`config.mk`:
```
export PLATFORM = sky130hd
export DESIGN_NAME = heading_run_jibe_detector_core
export DESIGN_NICKNAME = d
export VERILOG_FILES = /design/src/rtl/hrjd_pkg.sv /design/src/rtl/heading_run_jibe_detector_core.sv /design/src/rtl/hrjd_serial_div.sv
export SDC_FILE = /design/constraint.sdc
export NUM_CORES = 2
export LEC_CHECK = 0
export ABC_AREA = 1
export CAP_MARGIN = 20
export CORE_UTILIZATION = 45
export CTS_BUF_LIST = sky130_fd_sc_hd__clkbuf_8
export DETAILED_ROUTE_END_ITERATION = 7
export DONT_BUFFER_PORTS = 1
export SETUP_SLACK_MARGIN = 0.3
export SLEW_MARGIN = 20
export SYNTH_ARGS = -nofsm -noshare
export SYNTH_HDL_FRONTEND = slang
export SYNTH_SLANG_ARGS = --single-unit
```
`constraint.sdc`:
```
create_clock -name i_clk -period 15.7 [get_ports i_clk]
set_input_delay 2.355 -clock i_clk [delete_from_list [all_inputs] [get_ports i_clk]]
set_output_delay 2.355 -clock i_clk [all_outputs]
set_load 0.02 [all_outputs]
```
`src/rtl/hrjd_pkg.sv`:
```
`timescale 1ns / 1ps
// ----------------------------------------------------------------------------
// hrjd_pkg
// Shared types, register codes, field widths and constants of the heading
// run / jibe detector.
// ----------------------------------------------------------------------------
package hrjd_pkg;

    // Configuration port
    localparam int CFG_ADDR_W = 3;
    localparam int CFG_DATA_W = 18;

    typedef enum logic [CFG_ADDR_W-1:0] {
        REG_SAMPLE_RATE    = 3'd0,
        REG_MEAN_TIME      = 3'd1,
        REG_RUN_DELAY      = 3'd2,
        REG_MOVING_MIN     = 3'd3,
        REG_STANDSTILL_MAX = 3'd4,
        REG_STRAIGHT_MAX   = 3'd5,
        REG_JIBE_MIN       = 3'd6
    } t_cfg_reg;

    // Register widths and reset values
    localparam int RATE_W   = 6;
    localparam int SECS_W   = 8;
    localparam int SPEED_W  = 18;
    localparam int DEVCFG_W = 16;

    localparam logic [RATE_W-1:0]   RST_SAMPLE_RATE    = 6'd5;
    localparam logic [SECS_W-1:0]   RST_MEAN_TIME      = 8'd15;
    localparam logic [SECS_W-1:0]   RST_RUN_DELAY      = 8'd10;
    localparam logic [SPEED_W-1:0]  RST_MOVING_MIN     = 18'd4000;
    localparam logic [SPEED_W-1:0]  RST_STANDSTILL_MAX = 18'd1000;
    localparam logic [DEVCFG_W-1:0] RST_STRAIGHT_MAX   = 16'd1000;
    localparam logic [DEVCFG_W-1:0] RST_JIBE_MIN       = 16'd5000;

    // Rate used when the rate register holds zero
    localparam logic [RATE_W-1:0]   DEFAULT_RATE = 6'd5;

    // Stream fields
    localparam int HEADING_W     = 16;
    localparam int INDEX_FIELD_W = 20;
    localparam int COUNT_OUT_W   = 16;
    localparam int IDX_OUT_W     = 21;
    localparam int DEV_OUT_W     = 20;
    localparam int S_TDATA_W     = 56;
    localparam int M_TDATA_W     = 136;

    // Arithmetic
    localparam int MEAN_W    = 48;
    localparam int OFFSET_W  = 32;
    localparam int DELAY_W   = 32;
    localparam int HEAD_UW_W = 34;              // unwrapped heading, signed
    localparam int NDIV_W    = RATE_W + SECS_W; // samples in the mean window

    localparam int UNWRAP_LIMIT = 30000;
    localparam int FULL_TURN    = 36000;
    localparam logic [DEV_OUT_W-1:0] DEV_SAT = 20'd1000000;

    // Parameter defaults
    localparam int DEF_COUNT_WIDTH    = 16;
    localparam int DEF_INDEX_WIDTH    = 20;
    localparam int DEF_MEAN_FRAC_BITS = 8;

    // Divider status toward the sequencer
    typedef struct packed {
        logic busy;
        logic done;
    } t_div_status;

endpackage

```
`src/rtl/heading_run_jibe_detector_core.sv`:
```
`timescale 1ns / 1ps
// ----------------------------------------------------------------------------
// heading_run_jibe_detector_core
// Unwraps GPS heading, keeps an exponential heading mean and tracks straight
// runs, jibes and standstill restarts, one result per sample.
// ----------------------------------------------------------------------------
//  channel   | direction | signals                        | content
//  ----------+-----------+--------------------------------+---------------------
//  s_axis    | in        | tvalid, tready, tdata[55:0]    | one GPS sample
//  m_axis    | out       | tvalid, tready, tdata[135:0]   | one result per sample
//  cfg       | in        | we, addr[2:0], data[17:0]      | register writes
//
//  A sample passes the sequencer states unwrap, diff, div, mean, dev and decide;
//  in div the bit-serial mean divider (DW = 49 with MEAN_FRAC_BITS = 8) runs.
//  Reset is synchronous, active low, and restores config, tracking and sequencer state.
//  s_axis_tready is high only while the sequencer is idle.
//  The result sits in an output register; a stalled output holds the last
//  sequencer step until the previous result has been taken.
// ----------------------------------------------------------------------------
module heading_run_jibe_detector_core #(
    parameter int COUNT_WIDTH    = hrjd_pkg::DEF_COUNT_WIDTH,
    parameter int INDEX_WIDTH    = hrjd_pkg::DEF_INDEX_WIDTH,
    parameter int MEAN_FRAC_BITS = hrjd_pkg::DEF_MEAN_FRAC_BITS
) (
    input  logic                              i_clk,
    input  logic                              i_rst_n,
    // sample in: heading_cdeg[15:0], speed_mmps[33:16], sample_index[53:34]
    input  logic                              i_s_axis_tvalid,
    output logic                              o_s_axis_tready,
    input  logic [hrjd_pkg::S_TDATA_W-1:0]    i_s_axis_tdata,
    // result: run_number[15:0], run_started[16], run_ended[17],
    // on_straight[18], jibes_seen[34:19], arms_seen[50:35],
    // restarts_seen[66:51], jibe_at_index[87:67], armed_at_index[108:88],
    // deviation_cdeg[128:109]
    output logic                              o_m_axis_tvalid,
    input  logic                              i_m_axis_tready,
    output logic [hrjd_pkg::M_TDATA_W-1:0]    o_m_axis_tdata,
    // configuration
    input  logic                              i_cfg_we,
    input  logic [hrjd_pkg::CFG_ADDR_W-1:0]   i_cfg_addr,
    input  logic [hrjd_pkg::CFG_DATA_W-1:0]   i_cfg_data
);

    localparam int F      = MEAN_FRAC_BITS;
    localparam int T_W    = hrjd_pkg::HEAD_UW_W + F;
    localparam int DW     = ((T_W > hrjd_pkg::MEAN_W) ? T_W : hrjd_pkg::MEAN_W) + 1;
    localparam int IDX_W  = (INDEX_WIDTH < hrjd_pkg::INDEX_FIELD_W) ?
                            INDEX_WIDTH : hrjd_pkg::INDEX_FIELD_W;
    localparam int CW     = COUNT_WIDTH;
    localparam int HW     = hrjd_pkg::HEADING_W;
    localparam int SW     = hrjd_pkg::SPEED_W;
    localparam int MW     = hrjd_pkg::MEAN_W;
    localparam int OW     = hrjd_pkg::OFFSET_W;
    localparam int DLW    = hrjd_pkg::DELAY_W;
    localparam int NW     = hrjd_pkg::NDIV_W;
    localparam int XW     = hrjd_pkg::IDX_OUT_W;
    localparam int COW    = hrjd_pkg::COUNT_OUT_W;
    localparam int VW     = hrjd_pkg::DEV_OUT_W;

    typedef enum logic [6:0] {
        S_IDLE   = 7'b0000001,
        S_UNWRAP = 7'b0000010,
        S_DIFF   = 7'b0000100,
        S_DIV    = 7'b0001000,
        S_MEAN   = 7'b0010000,
        S_DEV    = 7'b0100000,
        S_DECIDE = 7'b1000000
    } t_state;

    t_state r_state, n_state;

    // Configuration registers
    logic [hrjd_pkg::RATE_W-1:0]   r_cfg_rate;
    logic [hrjd_pkg::SECS_W-1:0]   r_cfg_mean_time;
    logic [hrjd_pkg::SECS_W-1:0]   r_cfg_run_delay;
    logic [SW-1:0]                 r_cfg_moving_min;
    logic [SW-1:0]                 r_cfg_stand_max;
    logic [hrjd_pkg::DEVCFG_W-1:0] r_cfg_straight_max;
    logic [hrjd_pkg::DEVCFG_W-1:0] r_cfg_jibe_min;

    // Sample
    logic [HW-1:0]    r_hd;
    logic [SW-1:0]    r_spd;
    logic [IDX_W-1:0] r_idx;

    // Tracking state
    logic [HW-1:0]        r_prev_hd;
    logic [OW-1:0]        r_offset;
    logic [MW-1:0]        r_mean;
    logic [DLW-1:0]       r_delay;
    logic [CW-1:0]        r_run_cnt, r_jibe_cnt, r_arm_cnt, r_restart_cnt;
    logic                 r_was_moving, r_was_stopped, r_straight;
    logic signed [XW-1:0] r_jibe_idx, r_arm_idx;

    // Work registers
    logic signed [DW-1:0] r_target;
    logic                 r_neg;
    logic [DW-2:0]        r_dev;

    // Output register
    logic                 r_out_valid;
    logic [hrjd_pkg::M_TDATA_W-1:0] r_out_data;

    logic accept_in, out_free, decide_fire;

    assign accept_in   = i_s_axis_tvalid && (r_state == S_IDLE);
    assign out_free    = !r_out_valid || i_m_axis_tready;
    assign decide_fire = (r_state == S_DECIDE) && out_free;

    // ---------------- rate dependent values ----------------
    logic [hrjd_pkg::RATE_W-1:0] rate;
    logic [NW-1:0]               n_win_raw, n_win;
    logic [DLW-1:0]              start_at, reload;

    assign rate      = (r_cfg_rate == '0) ? hrjd_pkg::DEFAULT_RATE : r_cfg_rate;
    assign n_win_raw = NW'(r_cfg_mean_time * rate);
    assign n_win     = (n_win_raw == '0) ? NW'(1) : n_win_raw;
    assign start_at  = DLW'(r_cfg_run_delay * rate);
    assign reload    = start_at - DLW'(rate);

    // ---------------- unwrap ----------------
    logic signed [HW:0]          jump;
    logic [OW-1:0]               offset_nx;
    logic signed [hrjd_pkg::HEAD_UW_W-1:0] h_uw;

    assign jump = $signed({1'b0, r_hd}) - $signed({1'b0, r_prev_hd});

    always_comb begin
        offset_nx = r_offset;
        if (jump > (HW+1)'(hrjd_pkg::UNWRAP_LIMIT)) begin
            offset_nx = r_offset - OW'(hrjd_pkg::FULL_TURN);
        end else if (jump < -(HW+1)'(hrjd_pkg::UNWRAP_LIMIT)) begin
            offset_nx = r_offset + OW'(hrjd_pkg::FULL_TURN);
        end
    end

    assign h_uw = $signed(hrjd_pkg::HEAD_UW_W'({1'b0, r_hd}))
                + hrjd_pkg::HEAD_UW_W'($signed(offset_nx));

    // ---------------- difference toward the divider ----------------
    logic signed [DW-1:0] mean_ext, diff_tm;
    logic [DW-1:0]        diff_mag;

    assign mean_ext = DW'($signed(r_mean));
    assign diff_tm  = r_target - mean_ext;
    assign diff_mag = diff_tm[DW-1] ? DW'(-diff_tm) : DW'(diff_tm);

    hrjd_pkg::t_div_status div_status;
    logic [DW-1:0]         div_quo;

    hrjd_serial_div #(
        .DIVIDEND_W (DW),
        .DIVISOR_W  (NW)
    ) u_div (
        .i_clk      (i_clk),
        .i_rst_n    (i_rst_n),
        .i_start    (r_state == S_DIFF),
        .i_dividend (diff_mag),
        .i_divisor  (n_win),
        .o_status   (div_status),
        .o_quotient (div_quo)
    );

    // ---------------- mean update and deviation ----------------
    logic [MW-1:0]        quo_signed;
    logic signed [DW-1:0] dev_raw;

    assign quo_signed = r_neg ? MW'(-div_quo) : MW'(div_quo);
    assign dev_raw    = mean_ext - r_target;

    // ---------------- decisions ----------------
    logic                 moving;
    logic                 wm, ws, restart, straight_hit, jibe_hit, start_run;
    logic                 arm1;
    logic                 sf1;
    logic [DLW-1:0]       delay0, delay1, delay2;
    logic [DW-2:0]        straight_lim, jibe_lim;
    logic [CW-1:0]        n_run_cnt, n_jibe_cnt, n_arm_cnt, n_restart_cnt;
    logic                 n_was_moving, n_was_stopped, n_straight;
    logic signed [XW-1:0] n_jibe_idx, n_arm_idx;
    logic [DLW-1:0]       n_delay;
    logic [DW-2:0]        devq_full;
    logic [VW-1:0]        devq;

    assign straight_lim = (DW-1)'(r_cfg_straight_max) << F;
    assign jibe_lim     = (DW-1)'(r_cfg_jibe_min) << F;

    always_comb begin
        moving = r_spd > r_cfg_moving_min;
        wm     = r_was_moving || moving;
        ws     = r_was_stopped || ((r_spd < r_cfg_stand_max) && wm);

        // standstill restart
        restart       = ws && moving;
        n_was_moving  = restart ? 1'b0 : wm;
        n_was_stopped = restart ? 1'b0 : ws;
        delay0        = restart ? reload : r_delay;
        n_restart_cnt = restart ? r_restart_cnt + 1'b1 : r_restart_cnt;

        // arming on a straight course
        straight_hit = (r_dev < straight_lim) && moving;
        arm1         = straight_hit && !r_straight;
        sf1          = r_straight || straight_hit;

        // jibe ends a run
        jibe_hit   = (r_dev > jibe_lim) && sf1;
        delay1     = jibe_hit ? '0 : delay0;
        n_jibe_cnt = jibe_hit ? r_jibe_cnt + 1'b1 : r_jibe_cnt;

        // delay expiry starts a run
        delay2    = delay1 + 1'b1;
        start_run = delay2 == start_at;
        n_delay   = delay2;
        n_run_cnt = start_run ? r_run_cnt + 1'b1 : r_run_cnt;

        n_straight = start_run ? moving : (sf1 && !jibe_hit);

        n_arm_cnt = r_arm_cnt + CW'(arm1) + CW'(start_run && moving);
        n_arm_idx = (arm1 || (start_run && moving)) ?
                    $signed(XW'(r_idx)) : r_arm_idx;
        n_jibe_idx = jibe_hit ? $signed(XW'(r_idx)) : r_jibe_idx;

        // whole centidegrees, saturated
        devq_full = r_dev >> F;
        devq      = (devq_full > (DW-1)'(hrjd_pkg::DEV_SAT)) ?
                    hrjd_pkg::DEV_SAT : VW'(devq_full);
    end

    // ---------------- sequencer ----------------
    always_comb begin
        n_state = r_state;
        unique case (r_state)
            S_IDLE:   if (accept_in) n_state = S_UNWRAP;
            S_UNWRAP: n_state = S_DIFF;
            S_DIFF:   n_state = S_DIV;
            S_DIV:    if (div_status.done) n_state = S_MEAN;
            S_MEAN:   n_state = S_DEV;
            S_DEV:    n_state = S_DECIDE;
            S_DECIDE: if (out_free) n_state = S_IDLE;
            default:  n_state = S_IDLE;
        endcase
    end

    always_ff @(posedge i_clk) begin
        if (!i_rst_n) begin
            r_state <= S_IDLE;
        end else begin
            r_state <= n_state;
        end
    end

    // ---------------- configuration writes ----------------
    always_ff @(posedge i_clk) begin
        if (!i_rst_n) begin
            r_cfg_rate         <= hrjd_pkg::RST_SAMPLE_RATE;
            r_cfg_mean_time    <= hrjd_pkg::RST_MEAN_TIME;
            r_cfg_run_delay    <= hrjd_pkg::RST_RUN_DELAY;
            r_cfg_moving_min   <= hrjd_pkg::RST_MOVING_MIN;
            r_cfg_stand_max    <= hrjd_pkg::RST_STANDSTILL_MAX;
            r_cfg_straight_max <= hrjd_pkg::RST_STRAIGHT_MAX;
            r_cfg_jibe_min     <= hrjd_pkg::RST_JIBE_MIN;
        end else if (i_cfg_we) begin
            unique case (i_cfg_addr)
                hrjd_pkg::REG_SAMPLE_RATE:
                    r_cfg_rate <= i_cfg_data[hrjd_pkg::RATE_W-1:0];
                hrjd_pkg::REG_MEAN_TIME:
                    r_cfg_mean_time <= i_cfg_data[hrjd_pkg::SECS_W-1:0];
                hrjd_pkg::REG_RUN_DELAY:
                    r_cfg_run_delay <= i_cfg_data[hrjd_pkg::SECS_W-1:0];
                hrjd_pkg::REG_MOVING_MIN:
                    r_cfg_moving_min <= i_cfg_data[SW-1:0];
                hrjd_pkg::REG_STANDSTILL_MAX:
                    r_cfg_stand_max <= i_cfg_data[SW-1:0];
                hrjd_pkg::REG_STRAIGHT_MAX:
                    r_cfg_straight_max <= i_cfg_data[hrjd_pkg::DEVCFG_W-1:0];
                hrjd_pkg::REG_JIBE_MIN:
                    r_cfg_jibe_min <= i_cfg_data[hrjd_pkg::DEVCFG_W-1:0];
                default: ;
            endcase
        end
    end

    // ---------------- sample capture and work registers ----------------
    always_ff @(posedge i_clk) begin
        if (accept_in) begin
            r_hd  <= i_s_axis_tdata[HW-1:0];
            r_spd <= i_s_axis_tdata[HW +: SW];
            r_idx <= i_s_axis_tdata[HW+SW +: IDX_W];
        end
        if (r_state == S_UNWRAP) begin
            r_target <= DW'(h_uw) <<< F;
        end
        if (r_state == S_DIFF) begin
            r_neg <= diff_tm[DW-1];
        end
        if (r_state == S_DEV) begin
            r_dev <= dev_raw[DW-1] ? (DW-1)'(-dev_raw) : (DW-1)'(dev_raw);
        end
    end

    // ---------------- tracking state ----------------
    always_ff @(posedge i_clk) begin
        if (!i_rst_n) begin
            r_prev_hd     <= '0;
            r_offset      <= '0;
            r_mean        <= '0;
            r_delay       <= '0;
            r_run_cnt     <= '0;
            r_jibe_cnt    <= '0;
            r_arm_cnt     <= '0;
            r_restart_cnt <= '0;
            r_was_moving  <= 1'b0;
            r_was_stopped <= 1'b0;
            r_straight    <= 1'b0;
            r_jibe_idx    <= '1;
            r_arm_idx     <= '1;
        end else begin
            if (r_state == S_UNWRAP) begin
                r_prev_hd <= r_hd;
                r_offset  <= offset_nx;
            end
            if (r_state == S_MEAN) begin
                r_mean <= r_mean + quo_signed;
            end
            if (decide_fire) begin
                if (start_run) begin
                    r_mean <= r_target[MW-1:0];
                end
                r_delay       <= n_delay;
                r_run_cnt     <= n_run_cnt;
                r_jibe_cnt    <= n_jibe_cnt;
                r_arm_cnt     <= n_arm_cnt;
                r_restart_cnt <= n_restart_cnt;
                r_was_moving  <= n_was_moving;
                r_was_stopped <= n_was_stopped;
                r_straight    <= n_straight;
                r_jibe_idx    <= n_jibe_idx;
                r_arm_idx     <= n_arm_idx;
            end
        end
    end

    // ---------------- output register ----------------
    always_ff @(posedge i_clk) begin
        if (!i_rst_n) begin
            r_out_valid <= 1'b0;
        end else if (decide_fire) begin
            r_out_valid <= 1'b1;
        end else if (i_m_axis_tready) begin
            r_out_valid <= 1'b0;
        end
    end

    always_ff @(posedge i_clk) begin
        if (decide_fire) begin
            r_out_data <= {7'd0,
                           devq,
                           n_arm_idx,
                           n_jibe_idx,
                           COW'(n_restart_cnt),
                           COW'(n_arm_cnt),
                           COW'(n_jibe_cnt),
                           n_straight,
                           jibe_hit,
                           start_run,
                           COW'(n_run_cnt)};
        end
    end

    assign o_s_axis_tready = (r_state == S_IDLE);
    assign o_m_axis_tvalid = r_out_valid;
    assign o_m_axis_tdata  = r_out_data;

endmodule

```
`src/rtl/hrjd_serial_div.sv`:
```
`timescale 1ns / 1ps
// ----------------------------------------------------------------------------
// hrjd_serial_div
// Restoring unsigned divider, one quotient bit per cycle.
// ----------------------------------------------------------------------------
module hrjd_serial_div #(
    parameter int DIVIDEND_W = 49,
    parameter int DIVISOR_W  = hrjd_pkg::NDIV_W
) (
    input  logic                    i_clk,
    input  logic                    i_rst_n,
    input  logic                    i_start,
    input  logic [DIVIDEND_W-1:0]   i_dividend,
    input  logic [DIVISOR_W-1:0]    i_divisor,
    output hrjd_pkg::t_div_status   o_status,
    output logic [DIVIDEND_W-1:0]   o_quotient
);

    localparam int CNT_W = $clog2(DIVIDEND_W + 1);

    logic [DIVIDEND_W-1:0] r_quo;
    logic [DIVISOR_W-1:0]  r_rem;
    logic [DIVISOR_W-1:0]  r_div;
    logic [CNT_W-1:0]      r_cnt;
    logic                  r_busy;
    logic                  r_done;

    logic [DIVISOR_W:0]    trial;
    logic [DIVISOR_W:0]    diff;
    logic                  ge;

    // Shift in the next dividend bit and try to subtract
    assign trial = {r_rem, r_quo[DIVIDEND_W-1]};
    assign ge    = trial >= {1'b0, r_div};
    assign diff  = trial - {1'b0, r_div};

    // Payload
    always_ff @(posedge i_clk) begin
        if (i_start) begin
            r_quo <= i_dividend;
            r_rem <= '0;
            r_div <= i_divisor;
        end else if (r_busy) begin
            r_quo <= {r_quo[DIVIDEND_W-2:0], ge};
            r_rem <= ge ? diff[DIVISOR_W-1:0] : trial[DIVISOR_W-1:0];
        end
    end

    // Step counter
    always_ff @(posedge i_clk) begin
        if (!i_rst_n) begin
            r_cnt  <= '0;
            r_busy <= 1'b0;
            r_done <= 1'b0;
        end else if (i_start) begin
            r_cnt  <= CNT_W'(DIVIDEND_W);
            r_busy <= 1'b1;
            r_done <= 1'b0;
        end else if (r_busy) begin
            r_cnt <= r_cnt - 1'b1;
            if (r_cnt == CNT_W'(1)) begin
                r_busy <= 1'b0;
                r_done <= 1'b1;
            end
        end else begin
            r_done <= 1'b0;
        end
    end

    assign o_status.busy = r_busy;
    assign o_status.done = r_done;
    assign o_quotient    = r_quo;

endmodule

```
==> Yosys cells after proc, flatten, opt, wreduce, memory -nomap -nowiden <==
Cells that the tools add are included.
{ "word_totals": {"ff_bits": 685, "inputBits": 82, "word_cells": 151} }
{ "classes": {"add_sub_neg": 19, "multipliers": 2, "order_cmp": 8, "n_eq_ne": 18, "muxes": 33, "bitwise": 2, "reduce_logical": 32} }
{ "op_table": {"columns": ["cell", "count"], "rows": [
  ["$mux W48", 5],
  ["$mux W49", 3],
  ["$mux W32", 4],
  ["$neg A48 Y48", 2],
  ["$neg A49 Y49", 1],
  ["$pmux W7 S7", 1],
  ["$sub A41 B48 Y49", 1],
  ["$sub A48 B41 Y49", 1],
  ["$add A16 B1 Y16 const B", 3],
  ["$add A48 B48 Y48", 1],
  ["$gt A48 B24 Y1", 1],
  ["$lt A48 B24 Y1", 1],
  ["$mux W16", 3],
  ["$mux W21", 2],
  ["$gt A40 B20 Y1 const B", 1],
  ["$add A17 B32 Y33", 1],
  ["$add A16 B1 Y16", 2],
  ["$add A32 B1 Y32 const B", 1],
  ["$add A32 B16 Y32 const B", 1],
  ["$eq A32 B14 Y1", 1],
  ["$sub A32 B16 Y32 const B", 1],
  ["$mul A8 B6 Y14", 2],
  ["$mux W7", 3],
  ["$gt A18 B18 Y1", 1],
  ["36 further kinds", 71]
]} }

==> Depth between registers and ports, before layout <==
{ "logic_depth": {"word_depth": 12, "ltp_mapped": 53} }

==> By module <==
From an unflattened synthesis, not the netlist that was laid out.
{ "unflattened": {"cells_unflattened": 6738, "hier_area_um2": 48650.4} }
{ "by_module_without_submodules": {"columns": ["module", "instances", "cells_each", "area_each_um2", "seq_area_each_um2"], "rows": [
  ["heading_run_jibe_detector_core", 1, 6194, 44158.6, 14564.0],
  ["hrjd_serial_div", 1, 544, 4491.8, 2332.2]
]} }

==> Worst setup path before layout <==
No wires, ideal clock.
{ "synth_path": {"path_type": "reg-to-reg", "start": "register r_cfg_rate[3] (netlist bit)", "end": "register r_arm_cnt[15]", "setup_time_ns": 0.115, "arrival_time_ns": 7.750, "t_required_ns": 15.585, "path_slack_ns": 7.835, "stages_incl_launch_ff": 48, "path_buffers": 2, "period_less_slack_ns": 7.865, "path_cell_list": "dfxtp_1 buf_2 nor2_1 nand3_2 nand2_1 inv_1 clkbuf_1 nor2_1 fa_1 ha_1 fa_1 inv_1 fa_1 xnor2_1 ha_1 a21oi_1 o21ai_0 nor2_1 (+12 left out) and2_1 inv_1 nor3_1 nand4_1 nor2_1 nand4_1 fa_1 inv_1 nand3_1 nor3_1 and3_1 nand3_1 nor3_1 nand2_1 nor3_1 xor2_1 o21ai_0 inv_1"} }
{ "synth_via": {"elab_chain_len": 10} }
{ "synth_lines": {"columns": ["item", "line_no", "text"], "rows": [
  ["start, declared", "heading_run_jibe_detector_core.sv:73", "logic [hrjd_pkg::RATE_W-1:0] r_cfg_rate;"],
  ["start signal, assigned", "heading_run_jibe_detector_core.sv:255", "r_cfg_rate <= hrjd_pkg::RST_SAMPLE_RATE;"],
  ["start signal, assigned", "heading_run_jibe_detector_core.sv:265", "r_cfg_rate <= i_cfg_data[hrjd_pkg::RATE_W-1:0];"],
  ["$logic_not A6 Y1", "heading_run_jibe_detector_core.sv:115", "assign rate = (r_cfg_rate == '0) ? hrjd_pkg::DEFAULT_RATE : r_cfg_rate;"],
  ["$mux W6 *", "heading_run_jibe_detector_core.sv:115", null],
  ["$mul A8 B6 Y14", "heading_run_jibe_detector_core.sv:118", "assign start_at = DLW'(r_cfg_run_delay * rate);"],
  ["$sub A14 B6 Y15", "heading_run_jibe_detector_core.sv:119", "assign reload = start_at - DLW'(rate);"],
  ["$mux W32", "heading_run_jibe_detector_core.sv:197", "delay0 = restart ? reload : r_delay;"],
  ["$mux W32", "heading_run_jibe_detector_core.sv:207", "delay1 = jibe_hit ? '0 : delay0;"],
  ["$add A32 B1 Y32", "heading_run_jibe_detector_core.sv:211", "delay2 = delay1 + 1'b1;"],
  ["$eq A32 B14 Y1 *", "heading_run_jibe_detector_core.sv:212", "start_run = delay2 == start_at;"],
  ["$logic_and A1 B1 Y1 *", "heading_run_jibe_detector_core.sv:218", "n_arm_cnt = r_arm_cnt + CW'(arm1) + CW'(start_run && moving);"],
  ["$add A16 B1 Y16 *", "heading_run_jibe_detector_core.sv:218", null],
  ["named net n_arm_cnt[15]", "heading_run_jibe_detector_core.sv:178", "logic [CW-1:0] n_run_cnt, n_jibe_cnt, n_arm_cnt, n_restart_cnt;"],
  ["end signal, assigned", "heading_run_jibe_detector_core.sv:332", "r_arm_cnt <= n_arm_cnt;"],
  ["end, declared", "heading_run_jibe_detector_core.sv:91", "logic [CW-1:0] r_run_cnt, r_jibe_cnt, r_arm_cnt, r_restart_cnt;"]
]} }
Mark *: on every way through the listed nets, which the timed path passes. The rest lies on a longest branch.
A chain may end at the register's enable or synchronous reset.

==> Worst setup path in the final report <==
{ "layout_path": {"start": "register r_cfg_rate[1] (netlist bit)", "end": "register r_arm_cnt[15]"} }
The elaborated chain is that of the path after synthesis.

==> flow_metrics.env <==
export IMPL_status="finished clean"
export IMPL_placed_area_um2=49840
export IMPL_post_cts_buffers=0
export IMPL_crit_path_start_kind="flop"
export IMPL_max_freq_ghz=0.09730
export IMPL_avgSynthCellArea_um2=7.251
export IMPL_grtUsageTotal=0.2626
export IMPL_synth_seq_cells=680
export IMPL_p_sw_frac=0.3187
export IMPL_synth_xor_area_frac=0.07067
export IMPL_crit_type="reg -> reg"
export IMPL_cpMaxStageDelayCell="dfxtp_1"
export IMPL_rsz0062_at_grt="no"
export IMPL_core_um2=107400
export IMPL_clk_pin_slew_ps=60
export IMPL_r2r_start="r_cfg_rate[1]$_SDFFE_PN0P_"
export IMPL_cp_common_cell="nand3_1"
export IMPL_yosys_most_used_dff="dfxtp_1"
export IMPL_synth_cells=6734
export IMPL_muxShareOfSynthArea=0
export IMPL_final_area_um2=52330
export IMPL_drive_above_1_share=0.04682
export IMPL_io_pins=220
export IMPL_io_buffers=0
export IMPL_setup_worst_path_end="r_arm_cnt[15]$_SDFFE_PN0P_"
export IMPL_setup_violations=0
export IMPL_grt_util_met1=0.3555
export IMPL_grt_pass1_wl_mm=228.7
export IMPL_hpwl_mm=112.0
export IMPL_maxCapViolCount=0
export IMPL_antenna_found_initial=2
export IMPL_cpPeakStageDelay_ps=880
export IMPL_ys_types=65
export IMPL_rows=120
export IMPL_combPwrFrac=0.196
export IMPL_clkSinkCount=680
export IMPL_internal_power_mw=3.102
export IMPL_synth_compound_area_share=0.1467
export IMPL_hold_viol=0
export IMPL_synth_area_leaders="edfxtp_1, dfxtp_1, nand2_1, inv_1, ha_1"
export IMPL_worstPathRequired_ps=16420
export IMPL_gp_congestion=0.9790
export IMPL_crit_buf_inv=6
export IMPL_grt_pass1_vias=40890
export IMPL_crit_fanout=19
export IMPL_slew_headroom=0.2824
export IMPL_synthArstFlopShare=0
export IMPL_avgViaCountPerCell=5.301
export IMPL_ir_worst_vdd_mv=0.08608
export IMPL_die_w_um=331.4
export IMPL_gr_max_usage_layer="met2"
export IMPL_initial_core_util=0.4548
export IMPL_critPathArrivalTime_ps=11000
export IMPL_synth_top_area_cell="edfxtp_1"
export IMPL_worst_slew_pin_slew_ps=1076
export IMPL_met2_usage=0.4306
export IMPL_layout_worst_path_cycle_share=0.6546
export IMPL_drtAntennaViolNets=0
export IMPL_grt_use_met3=0.03519
export IMPL_worstHoldPathType="reg -> reg"
export IMPL_ys_warn_count=0
export IMPL_clk_latency_ps=850
export IMPL_setup_tns_final_ps=0
export IMPL_dr_first_iter_drc_count=3190
export IMPL_yosysTopAreaCellShare=0.2017
export IMPL_final_common_cell="nand2_1"
export IMPL_rrSetupSlack_ps=5420
export IMPL_synth_edf_count=328
export IMPL_critical_path_top_delay_family="simple AND/OR/NAND/NOR gates"
export IMPL_die_area_um2=109800
export IMPL_power_share_clock=0.374
export IMPL_cts_htree_levels=3
export IMPL_vias=43340
export IMPL_crit_path_start="r_cfg_rate[1]$_SDFFE_PN0P_"
export IMPL_synthAdderAreaFrac=0.09845
export IMPL_worst_setup_path_end_kind="flop"
export IMPL_cts_buffers=120
export IMPL_area_growth_pct=7.172
export IMPL_grt_max_degree=199
export IMPL_drt_first_pass_iters=6
export IMPL_cts_buffer_depth=3
export IMPL_fin_nets=7098
export IMPL_final_cell_mix="nand2_1, inv_1, nor2_1"
export IMPL_power_density_nw_per_um2=87.01
export IMPL_slew_violations=0
export IMPL_fin_skew_ps=94.19
export IMPL_wl_per_cell_um=17.98
export IMPL_drc=0
export IMPL_p_sw_mw=1.451
export IMPL_die_h_um=331.4
export IMPL_period_minus_slack_ps=10280
export IMPL_synthSimpleGateAreaFrac=0.2348
export IMPL_routed_wl_mm=147.0
export IMPL_ys_seq_area_frac=0.3460
export IMPL_r2r_end="r_arm_cnt[15]$_SDFFE_PN0P_"
export IMPL_cts_root_buffer="clkbuf_8"
export IMPL_cp_depth=41
export IMPL_cts_resized=0
export IMPL_ctsHoldBuffers=0
export IMPL_r2r_worst_path_cells=41
export IMPL_synth_top_family_by_area="simple AND/OR/NAND/NOR gates"
export IMPL_seq_power_share=0.429
export IMPL_p_leak_nw=23.96
export IMPL_gr_total_overflow=0
export IMPL_cts_tree="yes"
export IMPL_synth_area_um2=48830
## final cells by class
cell class / count / area, um^2
tap: 1403 / 1755
multi-input combinational: 4762 / 26940
inverter: 1079 / 4061
timing repair buffer: 23 / 185.2
antenna: 2 / 5.005
fill: 10790 / 55020
sequential: 680 / 16900
clock buffer: 140 / 1927
clock inverter: 87 / 559.3
## sequential cells by signal, summed over array words and instances, names as in the netlist, 18 cells and up, named ones only
name	flops
o_m_axis_tdata	129
r_arm_idx	21
r_cfg_moving_min	18
r_cfg_stand_max	18
r_delay	32
r_dev	48
r_idx	20
r_jibe_idx	21
r_mean	48
r_offset	27
r_spd	18
r_target	33
u_div.o_quotient	49
## worst min-delay path, delay by kind of cell, from the launching register on
family	cells	cell delay (ps)
flops	1	300
buf+inv	1	60
compound gates	1	60
## Yosys cell counts (all sizes together), types with 13 or more instances
master  number
nand2     1344
inv       1071
nor2       730
a21oi      569
o21ai      506
dfxtp      352
nand3      339
edfxtp     328
xor2       299
ha         293
clkbuf     162
nor3       100
xnor2       89
nand4       77
o211ai      65
buf         57
fa          57
nor4        39
a31oi       37
or2         30
and2        26
o21a        25
a211oi      21
o21bai      17
nand3b      13
## routing by layer
metal  wire [um]  vias up
met5           0        -
met4        4711        0
met3        8106      248
met2       67150     1226
met1       67010    20020
li1            -    21840
## through the flow
stage / setup slack, ps / hold slack, ps / power, mW / instances / util
2_1_floorplan: 7835 / 426.4 / 2.643 / 6740 / -
3_3_place_gp: 5560 / 440.2 / 2.868 / 7947 / 0.4642
3_5_place_dp: 5540 / 445.0 / 2.876 / 7947 / 0.4642
4_1_cts: 5537 / 452.5 / 4.600 / 8174 / 0.4874
5_1_grt: 4670 / 473.2 / 4.788 / 8176 / 0.4874
6_report: 5423 / 453.3 / 4.553 / 8176 / 0.4874
## cells by family after synthesis
family	Yosys count
other cells	1
xor+xnor	390
compound gates	1306
flops	680
buf+inv	1298
fa+ha+maj	350
simple gates	2709
## power groups by stage
stage	clock network (mW)	registers, mW	logic (mW)
finish	1.70	1.95	0.894
global route	1.83	1.96	1.00
CTS	1.76	1.95	0.891
detailed placement	0	1.99	0.885
global placement	0	1.99	0.877
floorplan	0	1.97	0.671
## worst min-delay path by stage
stage                          startpoint                    endpoint  cells past startpoint
6_report          r_delay[1]$_SDFFE_PN0P_     r_delay[1]$_SDFFE_PN0P_                      2
4_1_cts           r_delay[1]$_SDFFE_PN0P_     r_delay[1]$_SDFFE_PN0P_                      2
3_3_place_gp      r_delay[1]$_SDFFE_PN0P_     r_delay[1]$_SDFFE_PN0P_                      2
2_1_floorplan           r_hd[0]$_DFFE_PP_       r_target[8]$_DFFE_PN_                      0
3_5_place_dp      r_delay[1]$_SDFFE_PN0P_     r_delay[1]$_SDFFE_PN0P_                      2
5_1_grt        r_prev_hd[11]$_SDFFE_PN0N_  r_prev_hd[11]$_SDFFE_PN0N_                      2
Power figures use the tool's default switching activity.
